==> config.mk <==
export PLATFORM = sky130hd
export DESIGN_NAME = expression_tokenizer_core
export DESIGN_NICKNAME = d
export VERILOG_FILES = /design/src/hw/rtl/etok_pkg.sv /design/src/hw/rtl/etok_front.sv /design/src/hw/rtl/etok_fifo.sv /design/src/hw/rtl/etok_back.sv /design/src/hw/rtl/expression_tokenizer_core.sv
export SDC_FILE = /design/constraint.sdc
export NUM_CORES = 1
export LEC_CHECK = 0
export ABC_CLOCK_PERIOD_IN_PS = 4500
export BUFFER_PORTS_ARGS = -buffer_cell sky130_fd_sc_hd__buf_2
export CORE_MARGIN = 2
export CORE_UTILIZATION = 55
export CTS_CLUSTER_SIZE = 20
export DETAILED_ROUTE_END_ITERATION = 16
export MAX_ROUTING_LAYER = met4
export PLACE_DENSITY = 0.73
export SLEW_MARGIN = 40
export SYNTH_ARGS = -nofsm -noshare
export SYNTH_HDL_FRONTEND = slang
export SYNTH_SLANG_ARGS = --single-unit
==> constraint.sdc <==
create_clock -name clk -period 4.5 [get_ports clk]
set_input_delay 0.225 -clock clk [delete_from_list [all_inputs] [get_ports clk]]
set_output_delay 0.225 -clock clk [all_outputs]
set_load 0.01 [all_outputs]
==> src/hw/rtl/etok_pkg.sv <==
// Shared types and constants of the expression tokenizer.
// Used by the front end, the token queue, the back end and the checker.
package etok_pkg;

  localparam int MAX_EXPR_LEN = 4096;
  localparam int POS_W        = $clog2(MAX_EXPR_LEN + 1);
  localparam int START_W      = $clog2(MAX_EXPR_LEN);

  localparam int FIFO_DEPTH   = 4;
  localparam int FIFO_PTR_W   = $clog2(FIFO_DEPTH);
  localparam int FIFO_CNT_W   = $clog2(FIFO_DEPTH + 1);

  typedef enum logic [2:0] {
    KIND_NUM   = 3'd0,
    KIND_OP    = 3'd1,
    KIND_VAR   = 3'd2,
    KIND_FUNC  = 3'd3,
    KIND_OPEN  = 3'd4,
    KIND_CLOSE = 3'd5,
    KIND_END   = 3'd6,
    KIND_ERR   = 3'd7
  } kind_t;

  typedef struct packed {
    kind_t               kind;
    logic [START_W-1:0]  start_pos;
    logic [POS_W-1:0]    length;
    logic [7:0]          symbol;
  } tok_t;

  // One queue entry holds every token caused by one character.
  typedef struct packed {
    tok_t first;
    tok_t second;
    logic has_second;
  } entry_t;

  typedef struct packed {
    logic full;
    logic empty;
  } fifo_stat_t;

endpackage

==> src/hw/rtl/etok_front.sv <==
// Front end: accepts characters, classifies them, tracks the scan state
// and pushes the tokens of each character into the queue. Uses etok_pkg.
module etok_front import etok_pkg::*; (
  input  logic       clk,
  input  logic       rst,
  input  logic       in_valid,
  output logic       in_ready,
  input  logic [7:0] ch,
  input  fifo_stat_t fifo_stat,
  output logic       push,
  output entry_t     push_entry
);

  typedef enum logic [2:0] {
    MODE_IDLE = 3'b001,
    MODE_NUM  = 3'b010,
    MODE_NAME = 3'b100
  } mode_t;

  mode_t              mode, mode_next;
  logic [START_W-1:0] token_start, token_start_next;
  logic [POS_W-1:0]   position, position_next;
  logic               discarding, discarding_next;

  logic               accept;
  logic               pos_sat;
  logic [POS_W-1:0]   pos_adv;
  logic [START_W-1:0] here;
  logic [POS_W-1:0]   run_len;
  logic               pend_emit, fresh_emit;
  tok_t               pend_tok, fresh_tok;

  function automatic logic is_dec_digit(input logic [7:0] c);
    is_dec_digit = (c >= "0") && (c <= "9");
  endfunction

  function automatic logic is_letter(input logic [7:0] c);
    is_letter = ((c >= "A") && (c <= "Z")) || ((c >= "a") && (c <= "z"));
  endfunction

  function automatic logic is_term(input logic [7:0] c);
    is_term = (c < 8'h20) || (c == 8'h7f);
  endfunction

  function automatic logic is_op(input logic [7:0] c);
    is_op = (c == "+") || (c == "-") || (c == "*") || (c == "/") ||
            (c == "^") || (c == "!");
  endfunction

  assign in_ready = !fifo_stat.full;
  assign accept   = in_valid && in_ready;

  assign pos_sat = (position == POS_W'(MAX_EXPR_LEN));
  assign pos_adv = pos_sat ? position : position + 1'b1;
  assign here    = pos_sat ? START_W'(MAX_EXPR_LEN - 1) : position[START_W-1:0];
  assign run_len = position - POS_W'(token_start);

  always_comb begin
    mode_next        = mode;
    token_start_next = token_start;
    position_next    = position;
    discarding_next  = discarding;
    pend_emit        = 1'b0;
    fresh_emit       = 1'b0;
    pend_tok         = '{kind: KIND_NUM, start_pos: token_start, length: run_len,
                         symbol: 8'h00};
    fresh_tok        = '{kind: KIND_END, start_pos: here, length: '0, symbol: 8'h00};

    if (discarding) begin
      if (is_term(ch)) begin
        discarding_next  = 1'b0;
        mode_next        = MODE_IDLE;
        position_next    = '0;
        token_start_next = '0;
      end
    end else if ((mode == MODE_NUM) && (is_dec_digit(ch) || ch == ".")) begin
      position_next = pos_adv;
    end else if ((mode == MODE_NAME) &&
                 (is_letter(ch) || is_dec_digit(ch) || ch == "_")) begin
      position_next = pos_adv;
    end else begin
      // Close the pending token, then treat the character as a fresh one.
      unique case (mode)
        MODE_NUM: begin
          pend_emit     = 1'b1;
          pend_tok.kind = KIND_NUM;
        end
        MODE_NAME: begin
          pend_emit     = 1'b1;
          pend_tok.kind = (ch == "(") ? KIND_FUNC : KIND_VAR;
        end
        default: pend_emit = 1'b0;
      endcase
      mode_next = MODE_IDLE;

      priority if (is_term(ch)) begin
        fresh_emit       = 1'b1;
        fresh_tok.kind   = KIND_END;
        position_next    = '0;
        token_start_next = '0;
      end else if (ch == " ") begin
        position_next = pos_adv;
      end else if (is_dec_digit(ch) || ch == ".") begin
        token_start_next = here;
        mode_next        = MODE_NUM;
        position_next    = pos_adv;
      end else if (is_op(ch)) begin
        fresh_emit       = 1'b1;
        fresh_tok.kind   = KIND_OP;
        fresh_tok.length = POS_W'(1);
        fresh_tok.symbol = ch;
        position_next    = pos_adv;
      end else if (is_letter(ch) || ch == "_") begin
        token_start_next = here;
        mode_next        = MODE_NAME;
        position_next    = pos_adv;
      end else if (ch == "(" || ch == ")") begin
        fresh_emit       = 1'b1;
        fresh_tok.kind   = (ch == "(") ? KIND_OPEN : KIND_CLOSE;
        fresh_tok.length = POS_W'(1);
        fresh_tok.symbol = ch;
        position_next    = pos_adv;
      end else begin
        fresh_emit      = 1'b1;
        fresh_tok.kind  = KIND_ERR;
        discarding_next = 1'b1;
      end
    end
  end

  always_comb begin
    if (pend_emit) begin
      push_entry.first      = pend_tok;
      push_entry.second     = fresh_tok;
      push_entry.has_second = fresh_emit;
    end else begin
      push_entry.first      = fresh_tok;
      push_entry.second     = fresh_tok;
      push_entry.has_second = 1'b0;
    end
  end

  assign push = accept && (pend_emit || fresh_emit);

  always_ff @(posedge clk) begin
    if (rst) begin
      mode        <= MODE_IDLE;
      token_start <= '0;
      position    <= '0;
      discarding  <= 1'b0;
    end else if (accept) begin
      mode        <= mode_next;
      token_start <= token_start_next;
      position    <= position_next;
      discarding  <= discarding_next;
    end
  end

endmodule

==> src/hw/rtl/etok_fifo.sv <==
// Short token queue between front end and back end, held in flip-flops.
// Uses etok_pkg for the entry type and depth.
module etok_fifo import etok_pkg::*; (
  input  logic       clk,
  input  logic       rst,
  input  logic       push,
  input  entry_t     push_entry,
  input  logic       pop,
  output entry_t     head,
  output fifo_stat_t stat
);

  entry_t                 slots [FIFO_DEPTH];
  logic [FIFO_PTR_W-1:0]  wr_ptr, rd_ptr;
  logic [FIFO_CNT_W-1:0]  count;
  logic                   do_push, do_pop;

  assign stat.full  = (count == FIFO_CNT_W'(FIFO_DEPTH));
  assign stat.empty = (count == '0);
  assign do_push    = push && !stat.full;
  assign do_pop     = pop && !stat.empty;
  assign head       = slots[rd_ptr];

  function automatic logic [FIFO_PTR_W-1:0] bump(input logic [FIFO_PTR_W-1:0] p);
    bump = (p == FIFO_PTR_W'(FIFO_DEPTH - 1)) ? '0 : p + 1'b1;
  endfunction

  always_ff @(posedge clk) begin
    if (do_push) begin
      slots[wr_ptr] <= push_entry;
    end
  end

  always_ff @(posedge clk) begin
    if (rst) begin
      wr_ptr <= '0;
      rd_ptr <= '0;
      count  <= '0;
    end else begin
      if (do_push) wr_ptr <= bump(wr_ptr);
      if (do_pop)  rd_ptr <= bump(rd_ptr);
      if (do_push && !do_pop) begin
        count <= count + 1'b1;
      end else if (do_pop && !do_push) begin
        count <= count - 1'b1;
      end
    end
  end

endmodule

==> src/hw/rtl/etok_back.sv <==
// Back end: takes queue entries and sends their tokens one per transfer
// from an output register, marking the final one. Uses etok_pkg.
module etok_back import etok_pkg::*; (
  input  logic       clk,
  input  logic       rst,
  input  entry_t     head,
  input  fifo_stat_t fifo_stat,
  output logic       pop,
  output logic       out_valid,
  input  logic       out_ready,
  output tok_t       out_tok,
  output logic       out_last
);

  logic load;
  logic pend_valid;
  tok_t pend_tok;

  // The output register may take a new token when empty or being drained.
  assign load = !out_valid || out_ready;
  assign pop  = load && !pend_valid && !fifo_stat.empty;

  always_ff @(posedge clk) begin
    if (rst) begin
      out_valid  <= 1'b0;
      pend_valid <= 1'b0;
    end else if (load) begin
      if (pend_valid) begin
        out_valid  <= 1'b1;
        pend_valid <= 1'b0;
      end else begin
        out_valid  <= !fifo_stat.empty;
        pend_valid <= !fifo_stat.empty && head.has_second;
      end
    end
  end

  always_ff @(posedge clk) begin
    if (load) begin
      if (pend_valid) begin
        out_tok  <= pend_tok;
        out_last <= 1'b1;
      end else begin
        out_tok  <= head.first;
        out_last <= !head.has_second;
        pend_tok <= head.second;
      end
    end
  end

endmodule

==> src/hw/rtl/expression_tokenizer_core.sv <==
// Expression tokenizer: one character in per transfer, tokens out.
// Built from etok_front, etok_fifo and etok_back; uses etok_pkg.
//
// One character is accepted every cycle while the token queue is not
// full. Each character yields zero, one or two tokens (kind, start_pos,
// length, symbol, last); the output register sends one token per cycle
// while out_ready is high, so a character that both closes a number or
// name and makes its own token sends two tokens in turn. A four-entry
// token queue between the character classifier and the output stage
// absorbs those bursts; input stalls only when it fills, so sustained
// input rate is one character per cycle as long as at most one token per
// character is produced on average and out_ready stays high.
module expression_tokenizer_core import etok_pkg::*; (
  input  logic                clk,
  input  logic                rst,
  input  logic                in_valid,
  output logic                in_ready,
  input  logic [7:0]          ch,
  output logic                out_valid,
  input  logic                out_ready,
  output logic [2:0]          kind,
  output logic [START_W-1:0]  start_pos,
  output logic [POS_W-1:0]    length,
  output logic [7:0]          symbol,
  output logic                last
);

  fifo_stat_t fifo_stat;
  logic       push, pop;
  entry_t     push_entry, head;
  tok_t       out_tok;

  etok_front u_front (
    .clk        (clk),
    .rst        (rst),
    .in_valid   (in_valid),
    .in_ready   (in_ready),
    .ch         (ch),
    .fifo_stat  (fifo_stat),
    .push       (push),
    .push_entry (push_entry)
  );

  etok_fifo u_fifo (
    .clk        (clk),
    .rst        (rst),
    .push       (push),
    .push_entry (push_entry),
    .pop        (pop),
    .head       (head),
    .stat       (fifo_stat)
  );

  etok_back u_back (
    .clk       (clk),
    .rst       (rst),
    .head      (head),
    .fifo_stat (fifo_stat),
    .pop       (pop),
    .out_valid (out_valid),
    .out_ready (out_ready),
    .out_tok   (out_tok),
    .out_last  (last)
  );

  assign kind      = out_tok.kind;
  assign start_pos = out_tok.start_pos;
  assign length    = out_tok.length;
  assign symbol    = out_tok.symbol;

endmodule

Yosys cells after proc, flatten, opt, wreduce, memory -nomap -nowiden:

Memory sizes are Yosys's and may differ from the RTL's. A register that Yosys moved wholly into a read port is not among the register bits.
Cells that the tools add are included.

* register bits after elaboration: 111
* latch bits: 0
* memory bits (writable): 292
* ROM bits: 0
* logic and storage cells: 188
* memories kept: 1

* $add $sub $neg: 6
* $mul: 0
* div/mod/pow operators: 0
* order comparisons: 7
* equality and inequality tests: 23
* shifts and indexed selects: 0
* multiplexer cells: 88
* bitwise gates (word level): 1
* reduce and logical (&&, ||, !) cells: 44

Memory list
* u_fifo.slots: depth 4, width 73, read ports 1, clocked after memory_dff 1, write ports 1, RTL line etok_fifo.sv:13 `entry_t slots [FIFO_DEPTH];`

Operators by type and width (number)
* 21-bit 2-to-1 mux: 8
* 13-bit 2-to-1 mux: 11
* 12-bit 2-to-1 mux: 10
* 73-bit 2-to-1 mux: 1
* 8-bit by 6-bit equality test with 1-bit output (second input constant): 9
* 3-bit 2-to-1 mux: 24
* 36-bit 2-to-1 mux: 1
* 1-bit 2-to-1 mux: 28
* 8-bit by 7-bit equality test with 1-bit output (second input constant): 3
* 8-bit by 7-bit >= comparator with 1-bit output (second input constant): 2
* 8-bit by 7-bit <= comparator with 1-bit output (second input constant): 2
* 1-bit logical AND: 14
* 1-bit logical OR: 14
* 13-bit by 1-bit adder with 13-bit output (second input constant): 1
* 13-bit equality test (second input constant): 1
* 13-bit by 12-bit subtractor with 13-bit output: 1
* 9-bit 2-to-1 mux: 1
* 8-bit by 6-bit >= comparator with 1-bit output (second input constant): 1
* 8-bit by 6-bit <= comparator with 1-bit output (second input constant): 1
* 8-bit by 6-bit less-than comparator with 1-bit output (second input constant): 1
* 2-bit 2-to-1 mux: 4
* 8-bit nonzero test: 1
* 1-bit zero test: 7
* 7-bit AND reduction: 1
* 17 further kinds: 22

Longest topological paths before layout:

Gate-level depths: netlist of run 1.

* depth in word-level cells: 20
* mapped depth: 14

Modules after synthesis:

A second synthesis of run 1 with hierarchy kept.

* cells, all modules: 975
* area, all modules: 16719.8 µm²

Modules (own cells, without submodules)
* etok_fifo: instances 1, cells each 431, area each 11033.1 µm², seq. area each 8948.6 µm²
* etok_front: instances 1, cells each 420, area each 2921.6 µm², seq. area each 580.6 µm²
* etok_back: instances 1, cells each 124, area each 2765.2 µm², seq. area each 2232.1 µm²

Least setup slack after synthesis of run 1:

No wires, ideal clock.

* path type: input -> register
* start point: in ch[3]
* end point: mem u_fifo.slots[0][0] in the netlist's numbering (enable)
* setup time: 0.425 ns
* data arrival time: 3.081 ns
* required time: 4.075 ns
* path slack: 0.994 ns
* stages on the path: 8
* path through: clkbuf_1 -> nand2_1 -> o31a_1 -> o211a_2 -> o32ai_2 -> and3_1 -> buf_2 -> and2_1

* word-level cells in the longest chain between the ends: 18
* elaborated cells on any way between the ends: 49
* classes of those cells: 7 x order compare; 10 x eq/ne; 13 x mux; 19 x reduce/logical

Ends and longest elaborated chain
* start, declared: RTL line expression_tokenizer_core.sv:18 `input logic [7:0] ch,`
* parallel branches: the longest is 13 deep, another holds 8-bit by 7-bit >= comparator with 1-bit output
* 1-bit logical OR *: RTL line etok_front.sv:143 `assign push = accept && (pend_emit || fresh_emit);`
* 1-bit logical AND *: RTL line etok_front.sv:143
* 1-bit logical AND *: RTL line etok_fifo.sv:20 `assign do_push = push && !stat.full;`
* named net u_fifo.do_push: RTL line etok_fifo.sv:16 `logic do_push, do_pop;`
* 1-bit 2-to-1 mux *: RTL line etok_fifo.sv:29 `if (do_push) begin`
* 1-bit 2-to-1 mux (implied by the code) *: RTL line etok_fifo.sv:30 `slots[wr_ptr] <= push_entry;`
* end, declared: RTL line etok_fifo.sv:13

Mark *: on every way through the listed nets, which the timed path passes.

==> results.py, run 1 <==
metrics = {
    "route": {
        "drc_errors": 0,
        "drtPass1Iterations": 5,
        "num_vias": 7682,
        "drt-total-wl_um": 27300,
        "avgViaCountPerCell": 5.878,
        "avgRoutedWirePerCell_um": 20.89,
        "first_iter_violations": 627,
        "ant_nets": 0,
    },
    "global_routing": {
        "overflow": 0,
        "grt_pass1_vias": 7743,
        "grt_pass1_wl_um": 43110,
        "grt_max_degree": 62,
        "grt.total_usage_pct": 21.63,
        "antenna_found_initial": 1,
    },
    "hold_path": {
        "worstHoldEndpoint": "u_front.discarding",
        "holdPathStages": 3,
        "hp-class": "in -> reg",
        "min_from": "in_valid",
    },
    "sta": {
        "fmax_ghz": 0.3298,
        "rsz0062_at_grt": "false",
        "final-hold-violation-count": 0,
        "finClkSkew_ns": 0.01890,
        "tns_ns": 0,
        "final-setup-viol-count": 0,
        "timing.hold.ws_ns": 0.05340,
        "tightest_slew_ns": 0.7393,
        "min_period_ns": 3.032,
        "slew_viol_final": 0,
        "relSlewSlack_pct": 50.41,
        "period_share_pct": 67.39,
    },
    "synthesis": {
        "avgSynthCellArea_um2": 16.36,
        "async_flop_share_pct": 0,
        "synth_edf_count": 305,
        "ys_warn_count": 0,
        "syn_inst": 877,
        "ys_ff_latch": 345,
        "seq_area_frac_synth_pct": 69.40,
        "synth_cell_types": 66,
        "ys.flop_type": "edfxtp_1",
        "netlist_area_um2": 14350,
    },
    "critical_path": {
        "reg2reg_to": "u_fifo.slots[3][57]",
        "arrival_ns": 3.27,
        "crit_fanout": 5,
        "required_ns": 4.74,
        "path_class": "reg -> reg",
        "regToRegStartpoint": "u_front.position[0]",
        "start_kind": "flip-flop",
        "r2r_slack_ns": 1.47,
        "r2r_cells": 10,
        "end_kind": "flip-flop",
    },
    "clock_tree": {
        "cts_resized": 0,
        "clk_latency_ns": 0.52,
        "clkSinkCount": 345,
        "post-cts-setup-buffers": 0,
        "ctsHtreeMaxLevel": 2,
        "cts_tree": "built",
        "ctsHoldBuffers": 0,
        "clockBufferDepth": 3,
        "cts_buffers": 35,
        "clkTransAtPathRegs_ns": 0.06,
        "root_buffer": "clkbuf_16",
    },
    "floorplan": {
        "dieArea_um2": 27400,
        "pin_count": 51,
        "row_count": 59,
        "coreArea_um2": 25840,
        "initial_core_util_pct": 55.54,
        "die-width_um": 165.5,
        "die_h_um": 165.5,
    },
    "finish": {
        "final_nets": 979,
        "area_growth_pct": 13.04,
        "drive_above_1_share_pct": 24.51,
    },
    "job": {
        "drv_cap": 0,
    },
    "placement": {
        "hpwl_um": 16570,
        "io_buffers": 50,
        "routabilityCongestion": 0.8621,
    },
    "power_and_ir_drop": {
        "power_density_nw_per_um2": 549.2,
        "p_leak_nw": 5.603,
        "ir_worst_vdd_mv": 0.4178,
    },
    "outcome": {
        "outcome": "finished clean",
    },
}
## report_power, final
group | internal [mW] | leakage, nW | switching (mW) | total (mW)
Clock | 1.69 | 0.555 | 1.17 | 2.86
Combinational | 0.897 | 1.73 | 0.911 | 1.81
Sequential | 4.06 | 3.31 | 0.183 | 4.24
Total | 6.65 | 5.60 | 2.26 | 8.91
## flip-flops by register name (all words and copies together), names as in the netlist, named ones only
name                 cells
u_fifo.rd_ptr            2
u_fifo.count             3
u_back.out_last          1
u_fifo.slots           244
u_back.out_tok          36
u_front.position        13
u_back.out_valid         1
u_front.token_start     12
u_back.pend_valid        1
u_front.discarding       1
u_back.pend_tok         24
u_front.mode             3
u_fifo.wr_ptr            2
## Yosys cell counts (all sizes together), types with 4 or more instances
| library cell | instances | area (um2) |
|---|---|---|
| nor3 | 11 | 65.06 |
| a211oi | 4 | 30.03 |
| nor2 | 34 | 143.9 |
| nand2 | 54 | 202.7 |
| a21oi | 29 | 152.7 |
| xor2 | 6 | 52.55 |
| nor2b | 21 | 131.4 |
| mux2 | 25 | 281.5 |
| or2 | 11 | 68.82 |
| mux2i | 14 | 140.1 |
| o21ai | 32 | 160.2 |
| ha | 21 | 262.8 |
| dfxtp | 40 | 800.8 |
| and3 | 13 | 81.33 |
| nor4 | 4 | 25.02 |
| buf | 21 | 116.4 |
| or3 | 9 | 56.30 |
| and2 | 11 | 68.82 |
| nor4b | 5 | 43.79 |
| xnor2 | 5 | 43.79 |
| or4 | 6 | 45.04 |
| inv | 33 | 123.9 |
| edfxtp | 305 | 9159 |
| o211ai | 4 | 35.03 |
| nand3 | 11 | 55.05 |
| mux4 | 61 | 1374 |
| nand4 | 4 | 25.02 |
| nand2b | 4 | 25.02 |
| a21o | 7 | 52.55 |
| clkbuf | 21 | 78.83 |
| o31ai | 11 | 87.58 |
## stage by stage
step | total power [mW] | worst slack, ns | instances | utilization (%) | instance area, um2
global placement | 6.134 | 1.437 | 1241 | 58.21 | 15040
detailed placement | 6.172 | 1.383 | 1241 | 58.27 | 15060
finish | 8.909 | 1.468 | 1307 | 62.78 | 16220
CTS | 9.030 | 1.517 | 1305 | 62.69 | 16200
floorplan | 5.567 | 0.9941 | 884 | - | 14380
global route | 9.337 | 1.233 | 1307 | 62.78 | 16220
## per-layer routing
metal | vias to the layer above | part of all wire [%] | GRT usage, %
li1 | 3553 | - | -
met1 | 3880 | 43 | 28.89
met2 | 196 | 49 | 34.55
met3 | 53 | 4.7 | 3.696
met4 | 0 | 2.8 | 6.583
met5 | - | 0 | -
## cells by family after synthesis
kind of cell	after synthesis	share of synthesized area [%]
DFF	345	69.40
and+or+nand+nor	210	7.952
AOI/OAI and AO/OA	112	5.101
muxes	100	12.51
buffers and inverters	75	2.223
adders and majority gates	23	2.110
xor gates and xnor gates	11	0.6714
other	1	0.02613
## layout make-up
type | count | area, um2
flip-flops and latches | 345 | 9966
fillers | 1856 | 9617
multi-input cells | 464 | 4141
clock buffers | 48 | 965.9
repair buffers | 65 | 425.4
well taps | 335 | 419.2
clock inverters | 16 | 176.4
inverters | 33 | 123.9
diodes | 1 | 2.502
## how the worst max path moves through the flow
stage / startpoint / endpoint / depth (start not counted)
after floorplan: ch[3] / u_fifo.slots[0][0] / 8
after global routing: u_front.position[0] / u_fifo.slots[1][55] / 10
final: u_front.position[0] / u_fifo.slots[3][57] / 10
after CTS: u_front.position[0] / u_fifo.slots[1][55] / 10
after detailed placement: ch[4] / u_fifo.slots[0][25] / 8
after global placement: ch[4] / u_fifo.slots[0][61] / 8
## layout by cell type (no fill, tap or decap), types with 13 or more instances in the layout
cell type,count
a21oi_1,27
and3_1,13
buf_2,50
clkbuf_16,36
dfxtp_1,37
edfxtp_1,305
ha_1,21
inv_1,33
mux2_2,25
mux2i_1,14
mux4_2,61
nand2_1,54
nor2_1,31
nor2b_1,21
o21ai_0,31
## critical path, cell delays in order, from the launching register on
cell	delay (ns)
dfxtp_1	0.35
inv_1	0.12
ha_1	0.18
inv_1	0.06
fa_1	0.45
a21oi_1	0.20
o211ai_1	0.20
o41ai_1	0.61
o31ai_1	0.22
xor2_1	0.24
nor2_1	0.11
Note: power is estimated with default switching activity, not from simulation.
==> inputs of run 2 (changes only) <==
--- a/config.mk
+++ b/config.mk
@@ -5,7 +5,7 @@
 export SDC_FILE = /design/constraint.sdc
 export NUM_CORES = 1
 export LEC_CHECK = 0
-export ABC_CLOCK_PERIOD_IN_PS = 4500
+export ABC_CLOCK_PERIOD_IN_PS = 2900
 export BUFFER_PORTS_ARGS = -buffer_cell sky130_fd_sc_hd__buf_2
 export CORE_MARGIN = 2
 export CORE_UTILIZATION = 55
==> constraint.sdc (replaced) <==
create_clock -name clk -period 2.9 [get_ports clk]
set_input_delay 0.145 -clock clk [delete_from_list [all_inputs] [get_ports clk]]
set_output_delay 0.145 -clock clk [all_outputs]
set_load 0.01 [all_outputs]
==> results.py, run 2 (same netlist as run 1, synthesis figures left out) <==
metrics = {
    "critical_path": {
        "crit_buf_inv": 3,
        "crit_top_cell": "inv_1",
        "max_stage_delay_ns": 0.45,
        "path_cells": "inv_1, ha_1, inv_1, fa_1, a21oi_1, o211ai_1, o41ai_1, buf_4, o31ai_1, xor2_1, nor2_1",
        "required_ns": 3.22,
        "regToRegStartpoint": "u_front.position[0]",
        "r2r_cells": 11,
        "cp.depth": 11,
        "path_class": "reg -> reg",
        "start_kind": "flip-flop",
        "crit_fanout": 5,
        "critPathLaunch": "u_front.position[0]",
        "crit_family": "compound AO/OA/AOI/OAI gates",
        "end_kind": "flip-flop",
        "arrival_ns": 3.01,
        "crit_slowest_cell": "fa_1",
    },
    "finish": {
        "largest_register": "u_fifo.slots",
        "fillers": 1861,
        "final_nets": 1008,
        "regArea_um2": 9966,
        "area_growth_pct": 14.39,
        "largestRegisters": "u_fifo.slots (244), u_back.out_tok (36), u_back.pend_tok (24)",
        "drive_above_1_share_pct": 26.35,
        "multiInputGateArea_um2": 4113,
        "final_common_cell": "edfxtp_1",
        "largest_register_ffs": 244,
        "num_antenna_cells": 0,
        "fin_util_pct": 63.53,
        "final_cell_mix": "edfxtp_1 (305), mux4_2 (61), nand2_1 (54), buf_2 (50), buf_4 (38)",
    },
    "global_routing": {
        "antenna_found_initial": 0,
        "grt_pass1_wl_um": 43130,
        "overflow": 0,
        "grt_max_degree": 51,
        "grt.total_usage_pct": 21.53,
        "grt_pass1_vias": 7659,
    },
    "power_and_ir_drop": {
        "p_leak_nw": 5.759,
        "power_mw": 13.92,
        "ir_worst_vdd_mv": 0.5201,
        "power_density_nw_per_um2": 848.1,
    },
    "route": {
        "drt-total-wl_um": 27770,
        "avgRoutedWirePerCell_um": 20.83,
        "drc_errors": 0,
        "avgViaCountPerCell": 5.802,
        "drtPass1Iterations": 5,
        "first_iter_violations": 687,
        "num_vias": 7734,
        "ant_nets": 0,
    },
    "floorplan": {
        "coreArea_um2": 25840,
        "initial_core_util_pct": 55.54,
        "dieArea_um2": 27400,
        "pin_count": 51,
        "die-width_um": 165.5,
        "row_count": 59,
        "die_h_um": 165.5,
    },
    "hold_path": {
        "holdPathStages": 2,
        "min_from": "rst",
        "hp-class": "in -> reg",
    },
    "clock_tree": {
        "clk_latency_ns": 0.51,
        "cts_tree": "built",
        "root_buffer": "clkbuf_16",
        "cts_buffers": 35,
        "clkSinkCount": 345,
        "ctsHtreeMaxLevel": 2,
        "clkTransAtPathRegs_ns": 0.06,
        "cts_resized": 0,
        "post-cts-setup-buffers": 0,
        "ctsHoldBuffers": 1,
        "clockBufferDepth": 3,
    },
    "sta": {
        "rsz0062_at_grt": "false",
        "final-setup-viol-count": 0,
        "relSlewSlack_pct": 48.21,
        "min_period_ns": 2.687,
        "final-hold-violation-count": 0,
        "slew_viol_final": 0,
        "tns_ns": 0,
        "period_share_pct": 92.67,
        "finClkSkew_ns": 0.01993,
        "fmax_ghz": 0.3721,
        "timing.hold.ws_ns": 0.05742,
        "tightest_slew_ns": 0.7660,
    },
    "placement": {
        "routabilityCongestion": 0.8739,
        "io_buffers": 50,
        "hpwl_um": 17240,
    },
    "outcome": {
        "outcome": "finished clean",
    },
    "job": {
        "drv_cap": 0,
    },
}
-- run 2: worst paths after layout --
kind	endpoint	slack (ns)
setup / recovery	u_fifo.slots[1][57]	0.21
hold / removal	u_fifo.count[1]	0.06
hold reg to reg	u_front.token_start[11]	0.46
setup reg to reg	u_fifo.slots[1][57]	0.21
-- run 2: layer usage --
layer / wire (um) / GRT usage [%]
met1: 12070 / 28.65
met2: 14060 / 35.57
met3: 1159 / 3.147
met4: 492 / 5.172
met5: 0 / -
-- run 2: layout make-up --
| class | count | share of cell area [%] |
|---|---|---|
| Timing Repair Buffer | 94 | 3.933 |
| Inverter | 33 | 0.7546 |
| Sequential cell | 345 | 60.71 |
| Multi-Input combinational cell | 464 | 25.06 |
| Tap cell | 335 | 2.554 |
| Clock buffer | 49 | 6.098 |
| Clock inverter | 13 | 0.8918 |
-- run 2: report_power, final --
part	total [mW]	switching [mW]	internal, mW
logic	2.87	1.42	1.46
clock network	4.45	1.77	2.68
registers	6.59	0.290	6.30
total	13.9	3.48	10.4
-- run 2: per-stage QoR --
step | instances | instance area, um2 | setup WS, ns
3_5_place_dp | 1270 | 15260 | 0.07811
6_report | 1333 | 16410 | 0.2126
2_1_floorplan | 884 | 14380 | 0.1270
5_1_grt | 1333 | 16410 | 0.01132
3_3_place_gp | 1270 | 15260 | 0.1534
4_1_cts | 1333 | 16410 | 0.2217
==> inputs of run 3 (changes only) <==
--- a/config.mk
+++ b/config.mk
@@ -5,6 +5,7 @@
 export SDC_FILE = /design/constraint.sdc
 export NUM_CORES = 1
 export LEC_CHECK = 0
+export ABC_AREA = 1
 export ABC_CLOCK_PERIOD_IN_PS = 2900
 export BUFFER_PORTS_ARGS = -buffer_cell sky130_fd_sc_hd__buf_2
 export CORE_MARGIN = 2
==> results.py, run 3 <==
metrics = {
    "outcome": {
        "outcome": "finished clean",
    },
    "finish": {
        "largest_register_ffs": 244,
        "num_antenna_cells": 0,
        "final_nets": 1436,
        "fillers": 2024,
        "largest_register": "u_fifo.slots",
        "largestRegisters": "u_fifo.slots (244), u_back.out_tok (36), u_back.pend_tok (24)",
        "fin_util_pct": 62.69,
        "final_common_cell": "edfxtp_1",
        "final_cell_mix": "edfxtp_1 (305), nor2_1 (296), o21ai_0 (139), nand2_1 (138), inv_1 (88)",
        "instances_no_fill": 1768,
        "drive_above_1_share_pct": 13.52,
        "area_growth_pct": 12.89,
    },
    "synthesis": {
        "synth_cell_types": 45,
        "synth_top_cell_by_area": "edfxtp_1",
        "yosys-top-cells-area": "edfxtp_1 (62%), nor2_1 (7.6%), dfxtp_1 (5.4%), o21ai_0 (4.7%), nand2_1 (3.5%)",
        "synth_common_cells": "edfxtp_1 (305), nor2_1 (301), o21ai_0 (139)",
        "synth_edf_count": 305,
        "ys.flop_type": "edfxtp_1",
        "avgSynthCellArea_um2": 11.05,
        "seq_area_frac_synth_pct": 67.11,
        "ys_warn_count": 0,
        "synth_most_common_cell": "edfxtp_1",
        "synth_top_cell_area_share_pct": 61.71,
        "async_flop_share_pct": 0,
        "netlist_area_um2": 14840,
        "syn_inst": 1343,
        "ys_ff_latch": 345,
    },
    "power_and_ir_drop": {
        "ir_worst_vdd_mv": 0.5332,
        "swShare_pct": 32.15,
        "p_leak_nw": 6.218,
        "power_mw": 15.57,
        "power_density_nw_per_um2": 929.3,
        "power_frac_clock_pct": 28.8,
        "seqPwrFrac_pct": 44.6,
        "p_sw_mw": 5.005,
        "p_int_mw": 10.56,
        "p_comb_share_pct": 26.7,
    },
    "critical_path": {
        "arrival_ns": 2.72,
        "crit_buf_inv": 6,
        "path_cells": "inv_1, nor3_1, inv_1, nand2_1, inv_1, nand2_1, inv_2, nor2_4, inv_2, nor2_4, buf_12",
        "crit_family": "simple AND/OR/NAND/NOR gates",
        "crit_fanout": 17,
        "r2r_slack_ns": 0.40,
        "crit_slowest_cell": "nor2_4",
        "required_ns": 3.12,
        "end_kind": "flip-flop",
        "max_stage_delay_ns": 0.45,
        "start_kind": "flip-flop",
        "path_class": "reg -> reg",
        "crit_top_cell": "inv_1",
    },
    "route": {
        "drt-total-wl_um": 32650,
        "avgViaCountPerCell": 5.643,
        "num_vias": 9977,
        "drc_errors": 0,
        "avgRoutedWirePerCell_um": 18.47,
        "drtPass1Iterations": 6,
        "ant_nets": 0,
        "first_iter_violations": 1047,
    },
    "global_routing": {
        "overflow": 0,
        "grt_use_met2_pct": 37.61,
        "grtUsageMet3_pct": 3.691,
        "grt_max_degree": 75,
        "grt_pass1_wl_um": 51430,
        "grt-busiest-layer": "met2",
        "antenna_found_initial": 0,
        "grt.total_usage_pct": 23.90,
        "grt_pass1_vias": 9520,
        "grtUsageMet1_pct": 32.62,
    },
    "placement": {
        "routabilityCongestion": 0.9336,
        "post-place-ws_ns": 0.4153,
        "hpwl_um": 19900,
        "dp.cells": 1702,
        "io_buffers": 50,
    },
    "job": {
        "drv_cap": 0,
    },
    "sta": {
        "relSlewSlack_pct": 52.58,
        "postLayoutSetupSlackWorst_ns": 0.4007,
        "tns_ns": 0,
        "final-setup-viol-count": 0,
        "period_share_pct": 86.18,
        "fmax_ghz": 0.4001,
        "final-hold-violation-count": 0,
        "tightest_slew_ns": 0.7113,
        "finClkSkew_ns": 0.01755,
        "slew_viol_final": 0,
        "rsz0062_at_grt": "false",
        "min_period_ns": 2.499,
    },
    "floorplan": {
        "coreArea_um2": 26730,
        "pin_count": 51,
        "dieArea_um2": 28310,
        "die-width_um": 168.3,
        "die_h_um": 168.3,
        "initial_core_util_pct": 55.53,
        "row_count": 60,
    },
    "clock_tree": {
        "clkSinkCount": 345,
        "clk_latency_ns": 0.52,
        "clkTransAtPathRegs_ns": 0.06,
        "cts_tree": "built",
        "cts_resized": 0,
        "root_buffer": "clkbuf_16",
        "clockBufferDepth": 3,
        "cts_buffers": 36,
        "ctsHtreeMaxLevel": 2,
    },
    "hold_path": {
        "hp-class": "in -> reg",
    },
}
run 3: power groups by stage:
stage / combinational (mW) / clock (mW) / sequential [mW]
detailed placement: 4.14 / 0 / 7.05
global placement: 4.03 / 0 / 7.02
finish: 4.15 / 4.48 / 6.94
CTS: 4.17 / 4.54 / 6.95
global route: 4.63 / 4.73 / 7.03
floorplan: 2.61 / 0 / 7.06
run 3: kinds of logic (layout without fill, tap and decap cells):
family | Yosys count | count (layout) | share of synthesized area (%)
flip-flops | 345 | 345 | 67.11
AND/OR/NAND/NOR | 539 | 539 | 15.49
adder cells (fa/ha/maj) | 23 | 23 | 2.040
XOR/XNOR | 10 | 10 | 0.5902
AO/OA/AOI/OAI | 263 | 263 | 10.11
other | 1 | 8 | 0.02527
buffers and inverters | 162 | 239 | 4.637
run 3: worst min-delay path, delay by kind of cell:
kind,cells,cell delay (ns)
simple gates,5,0.36
buf+inv,1,0.09
run 3: worst paths after layout:
| path | cells after the start | start | end |
|---|---|---|---|
| setup / recovery | 11 | u_front.mode[1] | u_fifo.slots[0][44] |
| hold reg to reg | 2 | u_front.token_start[9] | u_front.token_start[9] |
| hold / removal | 6 | in_valid | u_fifo.wr_ptr[0] |
| setup reg to reg | 11 | u_front.mode[1] | u_fifo.slots[0][44] |
run 3: through the flow:
| stage | area [um2] | hold slack [ns] |
|---|---|---|
| floorplan | 14880 | 0.3364 |
| CTS | 16750 | 0.09734 |
| global placement | 15590 | 0.4481 |
| finish | 16750 | 0.1183 |
| detailed placement | 15590 | 0.4566 |
| global route | 16750 | 0.1375 |
run 3: repair_timing:
item                                    CTS  global route
hold buffers                              2             0
endpoints found under the setup margin    0             0
setup buffers                             0             0
hold endpoints to repair                 10             0
run 3: cell type report:
| type | count | area, um2 | area share, % |
|---|---|---|---|
| Multi-Input combinational cell | 843 | 4253 | 25.38 |
| Clock buffer | 42 | 923.4 | 5.511 |
| Sequential cell | 345 | 9965 | 59.47 |
| Inverter | 98 | 370.4 | 2.210 |
| Timing Repair Buffer | 77 | 595.6 | 3.555 |
| Tap cell | 341 | 426.7 | 2.546 |
| Clock inverter | 22 | 221.5 | 1.322 |
run 3: routing by layer:
layer | vias to the layer above | wire, um
met5 | - | 0
met2 | 379 | 15560
met1 | 4770 | 13840
met4 | 0 | 672
met3 | 51 | 2588
li1 | 4777 | -
